File: src/hw/rtl/idc_pkg.sv
// Shared types, constants and calendar helpers for the ISO date age checker.
// No dependencies; imported by every module of the block.
package idc_pkg;

    // Per-date classification reported on the result channel
    typedef enum logic [1:0] {
        ST_VALID = 2'd0,
        ST_EMPTY = 2'd1,
        ST_BAD   = 2'd2
    } t_status;

    // Pipeline load enables, one per register stage
    typedef struct packed {
        logic ld1;
        logic ld2;
        logic ld3;
    } t_pipe_ctl;

    localparam int DATE_LEN          = 10;
    localparam int DASH_POS_A        = 4;
    localparam int DASH_POS_B        = 7;
    localparam int EPOCH_YEAR        = 1970;
    localparam int DAYS_PER_YEAR     = 365;
    // Days from 0000-03-01 to 1970-01-01 in the proleptic calendar;
    // 400-year era of 146097 days is folded into 365*y + y/4 - y/100 + y/400.
    localparam int DAYS_EPOCH_OFFSET = 719468;
    localparam logic [7:0] CHR_DASH  = 8'h2D;
    localparam logic [7:0] CHR_ZERO  = 8'h30;
    localparam logic [7:0] CHR_NINE  = 8'h39;

    function automatic logic is_digit(input logic [7:0] c);
        return (c >= CHR_ZERO) && (c <= CHR_NINE);
    endfunction

    // Two decimal digits to a binary value, 0..99 for real digits
    function automatic logic [6:0] two_digit(input logic [3:0] hi, input logic [3:0] lo);
        return 7'({3'b000, hi} * 7'd10) + 7'({3'b000, lo});
    endfunction

    // Leap rule on the century part and the last two digits of the year
    function automatic logic leap_year(input logic [6:0] cent, input logic [6:0] yy);
        if (yy != 7'd0) begin
            return (yy[1:0] == 2'b00);
        end
        return (cent[1:0] == 2'b00);
    endfunction

    function automatic logic [4:0] month_days(input logic [3:0] mon, input logic leap);
        logic [4:0] len;
        unique case (mon)
            4'd2:                      len = leap ? 5'd29 : 5'd28;
            4'd4, 4'd6, 4'd9, 4'd11:   len = 5'd30;
            default:                   len = 5'd31;
        endcase
        return len;
    endfunction

    // Day of a March-based year at which the month starts: (153*mp + 2) / 5
    function automatic logic [8:0] month_start(input logic [3:0] mon);
        logic [8:0] doy;
        unique case (mon)
            4'd3:    doy = 9'd0;
            4'd4:    doy = 9'd31;
            4'd5:    doy = 9'd61;
            4'd6:    doy = 9'd92;
            4'd7:    doy = 9'd122;
            4'd8:    doy = 9'd153;
            4'd9:    doy = 9'd184;
            4'd10:   doy = 9'd214;
            4'd11:   doy = 9'd245;
            4'd12:   doy = 9'd275;
            4'd1:    doy = 9'd306;
            4'd2:    doy = 9'd337;
            default: doy = 9'd0;
        endcase
        return doy;
    endfunction

endpackage

File: src/hw/rtl/idc_date_lane.sv
// One date lane: format check in stage 1, day-number conversion in stage 2.
// Depends on idc_pkg; two instances run side by side in iso_date_age_checker.
module idc_date_lane (
    input  logic               i_clk,
    input  idc_pkg::t_pipe_ctl i_ctl,
    input  logic [63:0]        i_text_high,
    input  logic [15:0]        i_text_low,
    input  logic [3:0]         i_length,
    output idc_pkg::t_status   o_status,
    output logic [21:0]        o_day_number
);
    import idc_pkg::*;

    logic [7:0]  w_chr [DATE_LEN];
    logic        w_fmt_ok;
    logic [6:0]  w_cent;
    logic [6:0]  w_yy;
    logic [6:0]  w_mon;
    logic [6:0]  w_day;
    logic [13:0] w_year;
    logic        w_leap;
    logic        w_range_ok;
    t_status     n_status1;

    t_status     r_status1;
    logic [13:0] r_year;
    logic [6:0]  r_cent;
    logic [6:0]  r_yy;
    logic [3:0]  r_mon;
    logic [4:0]  r_day;

    logic        w_jan_feb;
    logic [13:0] w_year_m;
    logic [6:0]  w_cent_m;
    logic [22:0] w_days;
    logic [21:0] n_days;

    t_status     r_status2;
    logic [21:0] r_days;

    // Stage 1: unpack characters and check the text
    always_comb begin
        for (int i = 0; i < 8; i++) begin
            w_chr[i] = i_text_high[63 - 8 * i -: 8];
        end
        w_chr[8] = i_text_low[15:8];
        w_chr[9] = i_text_low[7:0];
        w_fmt_ok = (i_length == 4'(DATE_LEN));
        for (int i = 0; i < DATE_LEN; i++) begin
            if (i == DASH_POS_A || i == DASH_POS_B) begin
                if (w_chr[i] != CHR_DASH) w_fmt_ok = 1'b0;
            end else begin
                if (!is_digit(w_chr[i])) w_fmt_ok = 1'b0;
            end
        end
    end

    assign w_cent = two_digit(w_chr[0][3:0], w_chr[1][3:0]);
    assign w_yy   = two_digit(w_chr[2][3:0], w_chr[3][3:0]);
    assign w_mon  = two_digit(w_chr[5][3:0], w_chr[6][3:0]);
    assign w_day  = two_digit(w_chr[8][3:0], w_chr[9][3:0]);
    assign w_year = 14'({7'd0, w_cent} * 14'd100) + {7'd0, w_yy};
    assign w_leap = leap_year(w_cent, w_yy);

    always_comb begin
        w_range_ok = (w_year >= 14'(EPOCH_YEAR))
                   && (w_mon >= 7'd1) && (w_mon <= 7'd12)
                   && (w_day != 7'd0)
                   && (w_day <= {2'b00, month_days(w_mon[3:0], w_leap)});
        priority if (i_length == 4'd0) begin
            n_status1 = ST_EMPTY;
        end else if (w_fmt_ok && w_range_ok) begin
            n_status1 = ST_VALID;
        end else begin
            n_status1 = ST_BAD;
        end
    end

    always_ff @(posedge i_clk) begin
        if (i_ctl.ld1) begin
            r_status1 <= n_status1;
            r_year    <= w_year;
            r_cent    <= w_cent;
            r_yy      <= w_yy;
            r_mon     <= w_mon[3:0];
            r_day     <= w_day[4:0];
        end
    end

    // Stage 2: days since epoch, year counted from March
    assign w_jan_feb = (r_mon <= 4'd2);
    assign w_year_m  = r_year - 14'(w_jan_feb);
    assign w_cent_m  = r_cent - 7'(w_jan_feb && (r_yy == 7'd0));
    assign w_days = 23'({9'd0, w_year_m} * 23'(DAYS_PER_YEAR))
                  + 23'(w_year_m[13:2])
                  - 23'(w_cent_m)
                  + 23'(w_cent_m[6:2])
                  + 23'(month_start(r_mon))
                  + 23'(r_day)
                  - 23'd1
                  - 23'(DAYS_EPOCH_OFFSET);
    assign n_days = (r_status1 == ST_VALID) ? w_days[21:0] : 22'd0;

    always_ff @(posedge i_clk) begin
        if (i_ctl.ld2) begin
            r_status2 <= r_status1;
            r_days    <= n_days;
        end
    end

    assign o_status     = r_status2;
    assign o_day_number = r_days;

endmodule

File: config.mk
export PLATFORM = sky130hd
export DESIGN_NAME = idc_date_lane
export DESIGN_NICKNAME = d
export VERILOG_FILES = /design/src/hw/rtl/idc_pkg.sv /design/src/hw/rtl/idc_date_lane.sv
export SDC_FILE = /design/constraint.sdc
export NUM_CORES = 1
export LEC_CHECK = 0
export ABC_AREA = 0
export BUFFER_PORTS_ARGS = -buffer_cell sky130_fd_sc_hd__buf_2
export CORE_ASPECT_RATIO = 0.5
export CORE_MARGIN = 1.5
export CORE_UTILIZATION = 40
export DETAILED_ROUTE_END_ITERATION = 16
export MAX_ROUTING_LAYER = met4
export PLACE_DENSITY = 0.6
export SYNTH_ARGS = -nofsm -noshare
export SYNTH_HDL_FRONTEND = slang
export SYNTH_SLANG_ARGS = --single-unit
export TNS_END_PERCENT = 20
File: constraint.sdc
create_clock -name i_clk -period 9.3 [get_ports i_clk]
set_input_delay 0.465 -clock i_clk [delete_from_list [all_inputs] [get_ports i_clk]]
set_output_delay 0.465 -clock i_clk [all_outputs]
set_load 0.02 [all_outputs]
==> flow_summary.toml, run 1 <==
[outcome]
outcome = "finished, final reports clean"

[logic_synthesis]
synthCells = 878
syn_area_sq_um = 9062
synthFlopType = "edfxtp_1"
yosysMostFrequentCell = "inv_1"
synth_cell_types = 63
synth_top_area_cell = "ha_1"
yosys-top-cells-area = "ha_1 (23%), fa_1 (21%), edfxtp_1 (20%)"
ys_ff_latch = 70
synth_edf_count = 61
async_reset_ff_share_pct = 0
seq_area_frac_synth_pct = 22.20
synth.avg_cell_area_sq_um = 10.32
synth_fp_nets = 1229
yosys_warnings = 0
synth_common_cells = "inv_1 (188), ha_1 (166), fa_1 (97)"
synth_top_area_share_pct = 22.92

[cts]
postCtsResizedCells = 0
clockBufferDepth = 2
cts_setup_buffers = 0
cts_tree = "yes"
cts_max_level = 3
cts_hold_buf = 0
cts_buffers = 9
clk_latency_ps = 350
cts_sinks = 70
cts-root-buf = "clkbuf_16"
cts.clk_slew.worst_paths_ps = 70

[routing]
wl_per_cell_um = 14.10
drc = 0
drt_iter0_drc = 166
drt_wl_total_mm = 18.34
drt_first_pass_iters = 6
avgViaCountPerCell = 4.788
antenna_left = 0
vias = 6229

[job]
maxCapViolCount = 0

[floorplan]
die_h_um = 109.4
initial_core_util_pct = 41.26
fp-row-count = 38
core_area_sq_um = 21970
io_pins = 112
fp.dieW_um = 215.9
die-area_sq_um = 23620

[final_layout]
drive_gt1_share_pct = 13.69
fin_nets = 1347
antenna_cells = 0
area_delta_synth_final_pct = 13.34

[critical_path]
cp_top_family = "adder cells"
crit_arrival_ps = 7390
crit_top_cell = "fa_1"
critPathRequiredTime_ps = 9390
cp_max_fo = 5
cp_slowest_cell = "xnor2_1"
startpoint_type = "register"
crit_path_max_incr_delay_ps = 580
critPathBufInv = 4
path_cells = "a211oi_1 -> ha_1 -> ha_1 -> nand2_1 -> xnor2_1 -> inv_1 -> fa_1 -> fa_1 -> inv_1 -> fa_1 -> fa_1 -> fa_1 -> inv_1 -> fa_1 -> inv_1 -> ha_1 -> o21ai_0 -> o21ai_0 -> nand4_1 -> o211ai_1 -> nand4_1 -> a21boi_0 -> mux2i_1 -> nand4_1"
path_class = "register to register"
endpoint_kind = "register"

[grt]
grt_pass1_wl_mm = 31.04
grt_antenna_before_repair = 0
grt_max_degree = 43
track_usage_pct = 17.04
gr-total-overflow = 0
grt_pass1_vias = 6516

[timing]
skew_ps = 13.41
tns_ps = 0
setup_viol = 0
fin_crit_ps = 7298
rsz0062_at_grt = "no"
finalHoldViolations = 0
slew_headroom_pct = 39.50
finalMaxSlewViolations = 0
fmax_ghz = 0.1370
tightest_slew_ps = 907.6
period_share_pct = 78.47

[placed_design]
gp_congestion = 0.8418
port_buffers = 110
dp_hpwl_mm = 16.29

[hold_path]
min_path_type = "input port to register"
==> cell usage in the layout, fill, tap and decap left out, drive strengths merged, types with 9 or more instances in the layout <==
master / Yosys / layout
inv: 188 / 190
ha: 166 / 166
buf: 1 / 110
fa: 97 / 97
edfxtp: 61 / 61
nor2: 44 / 44
xor2: 32 / 32
xnor2: 31 / 31
nand2: 30 / 30
o21ai: 30 / 30
a21oi: 25 / 25
a21o: 14 / 14
nor3: 14 / 14
nor4: 12 / 12
nand3: 11 / 11
clkbuf: 2 / 11
nand4: 9 / 9
dfxtp: 9 / 9
==> logic make-up after synthesis <==
logic type	synth area share [%]
AOI/OAI and AO/OA	7.745
xor gates and xnor gates	6.337
adders and majority gates	44.35
buffers and inverters	7.911
DFF	22.20
muxes	0.6765
and+or+nand+nor	10.78
==> through the flow <==
| step | instances | worst slack (ps) | instance area, sq um | hold WS, ps | util [%] |
|---|---|---|---|---|---|
| finish | 1301 | 2002 | 10270 | 326.8 | 46.76 |
| detailed placement | 1285 | 1906 | 9977 | 560.1 | 45.42 |
| global route | 1301 | 1528 | 10270 | 317.2 | 46.76 |
| global placement | 1285 | 2019 | 9977 | 563.7 | 45.42 |
| floorplan | 878 | 2790 | 9062 | 442.2 | - |
| CTS | 1301 | 1896 | 10270 | 310.5 | 46.76 |
==> area by class of cell <==
cell class | count | area [sq um]
fillers | 2066 | 11700
multi-input cells | 617 | 6334
flip-flops and latches | 70 | 2012
inverters | 188 | 705.7
repair buffers | 110 | 550.5
well taps | 300 | 375.4
clock buffers | 11 | 254.0
clock inverters | 5 | 40.04
==> per-layer routing <==
layer	vias up	share of wire [%]	track usage, %	wire length (um)
li1	3195	-	-	-
met1	2923	54	23.75	9945
met2	99	41	26.44	7533
met3	12	3.4	2.268	621
met4	0	1.3	4.146	242
met5	-	0	-	0
==> worst paths after layout <==
kind,startpoint,endpoint,slack [ps],cells past startpoint
worst max-delay path,r_mon[2]$_DFFE_PP_,o_day_number[21]$_SDFFCE_PP0P_,2000,24
worst max register to register,r_mon[2]$_DFFE_PP_,o_day_number[21]$_SDFFCE_PP0P_,2000,24
worst min register to register,r_status1[1]$_SDFFCE_PN0P_,o_status[1]$_DFFE_PP_,560,0
worst min-delay path,i_text_high[32],r_year[0]$_DFFE_PP_,330,1
Power of run 1 is left out: the tool's default activity adds up to more than one toggle a clock period on the data nets, which glitch-free logic cannot reach.
==> run 2, diff against run 1 <==
--- a/config.mk
+++ b/config.mk
@@ -12,7 +12,7 @@
 export CORE_UTILIZATION = 40
 export DETAILED_ROUTE_END_ITERATION = 16
 export MAX_ROUTING_LAYER = met4
-export PLACE_DENSITY = 0.6
+export PLACE_DENSITY = 0.62
 export SYNTH_ARGS = -nofsm -noshare
 export SYNTH_HDL_FRONTEND = slang
 export SYNTH_SLANG_ARGS = --single-unit
==> constraint.sdc (replaced) <==
create_clock -name i_clk -period 6.5 [get_ports i_clk]
set_input_delay 0.325 -clock i_clk [delete_from_list [all_inputs] [get_ports i_clk]]
set_output_delay 0.325 -clock i_clk [all_outputs]
set_load 0.02 [all_outputs]
==> run 2 against run 1 <==
  * Global-route usage is 1.6 points higher
  * Hold slack got worse by 130 ps
  * Register-to-register slack worse by 1900 ps
  * Worst setup slack lost 1900 ps
  * Final cell count is 6.4% higher
  * Final area is 11% higher
  * Maximum frequency rose by 14%
  * Wire length grew 11%
  * Critical path depth increased by 4
  * Largest cell class unchanged
==> flow_summary.toml, run 2 (synthesis gave the netlist of run 1 again) <==
[outcome]
outcome = "finished, final reports clean"

[cts]
clockBufferDepth = 2
cts_tree = "yes"
cts.clk_slew.worst_paths_ps = 70
cts-root-buf = "clkbuf_16"
cts_hold_buf = 0
clk_latency_ps = 340
cts_sinks = 70
cts_max_level = 3
cts_buffers = 9

[placed_design]
place_ws_ps = -523.7
port_buffers = 110
dp_hpwl_mm = 16.97
gp_congestion = 0.8739
placed_area_sq_um = 10480

[critical_path]
endpoint_kind = "register"
cp_slowest_cell = "fa_2"
critPathRequiredTime_ps = 6590
crit_top_cell = "inv_2"
crit_path_max_incr_delay_ps = 590
path_class = "register to register"
crit_arrival_ps = 6480
startpoint_type = "register"
cp_max_fo = 3

[floorplan]
core_area_sq_um = 21970
fp.dieW_um = 215.9
initial_core_util_pct = 41.26
fp-row-count = 38
die-area_sq_um = 23620
io_pins = 112
die_h_um = 109.4

[timing]
fmax_ghz = 0.1566
rsz0062_at_grt = "yes"
tns_ps = 0
slew_headroom_pct = 40.27
setup_viol = 0
tightest_slew_ps = 896.0
fin_ws_ps = 112.7
finalHoldViolations = 0
skew_ps = 13.38
period_share_pct = 98.27
fin_crit_ps = 6387
finalMaxSlewViolations = 0

[final_layout]
utilization_pct = 52.01
fin_nets = 1429
final_cell_mix = "inv_1 (176), ha_1 (146), buf_2 (110)"
drive_gt1_share_pct = 27.33
area_delta_synth_final_pct = 26.07
nFillCells = 1965
layout_commonest_cell = "inv_1"
final_area_sq_um = 11420

[hold_path]
min_path_type = "input port to register"

[grt]
grt_antenna_before_repair = 1
grt_max_degree = 43
grt_pass1_vias = 7179
grt_pass1_wl_mm = 34.29
gr-total-overflow = 0
track_usage_pct = 18.68

[routing]
vias = 6667
drt_iter0_drc = 241
wl_per_cell_um = 14.70
drt_wl_total_mm = 20.34
avgViaCountPerCell = 4.817
drc = 0
drt_first_pass_iters = 4
antenna_left = 0

[job]
maxCapViolCount = 0
-- run 2: critical path, delay by kind of cell (launching register included) --
kind | cells | cell delay, ps
fa+ha+maj | 8 | 3330
flops | 1 | 400
mux | 1 | 200
buf+inv | 8 | 540
compound gates | 5 | 920
xor+xnor | 1 | 160
simple gates | 5 | 590
-- run 2: cell type report --
type | instances | area, sq um | area share, %
Clock buffer | 9 | 225.2 | 1.971
Sequential cell | 70 | 2012 | 17.61
Tap cell | 300 | 375.4 | 3.286
Multi-Input combinational cell | 617 | 6858 | 60.03
Clock inverter | 7 | 72.57 | 0.6352
Inverter | 188 | 705.7 | 6.177
Timing Repair Buffer | 192 | 1174 | 10.27
Antenna cell | 1 | 2.502 | 0.02190
-- run 2: routing by layer --
layer	wire, um	part of all wire (%)	track usage [%]	vias up
met5	0	0	-	-
met4	270	1.3	3.596	0
met3	605	3.0	2.047	20
met2	9074	45	30.94	95
met1	10390	51	25.15	3188
li1	-	-	-	3364
-- run 2: worst paths after layout --
kind                               from                        endpoint  slack [ps]  cells past startpoint
min reg2reg  r_status1[1]$_SDFFCE_PN0P_           o_status[1]$_DFFE_PP_         600                      0
min                       i_text_low[0]              r_day[0]$_DFFE_PP_         190                      1
max reg2reg          r_mon[0]$_DFFE_PP_  o_day_number[21]$_SDFFCE_PP0P_         110                     28
max                  r_mon[0]$_DFFE_PP_  o_day_number[21]$_SDFFCE_PP0P_         110                     28
-- run 2: through the flow --
stage / cells / hold slack [ps]
after global routing: 1384 / 181.9
after detailed placement: 1351 / 537.3
final: 1384 / 194.9
after CTS: 1373 / 185.2
after global placement: 1351 / 535.9
after floorplan: 878 / 423.9
-- run 2: timing repair --
action                                  in CTS  in global routing
endpoints found under the setup margin      13                 13
buffers inserted                             6                 11
resized for setup                           64                 34
pin swaps                                   44                 50
hold endpoints to repair                     0                  0
Power of run 2 is left out for the same reason.
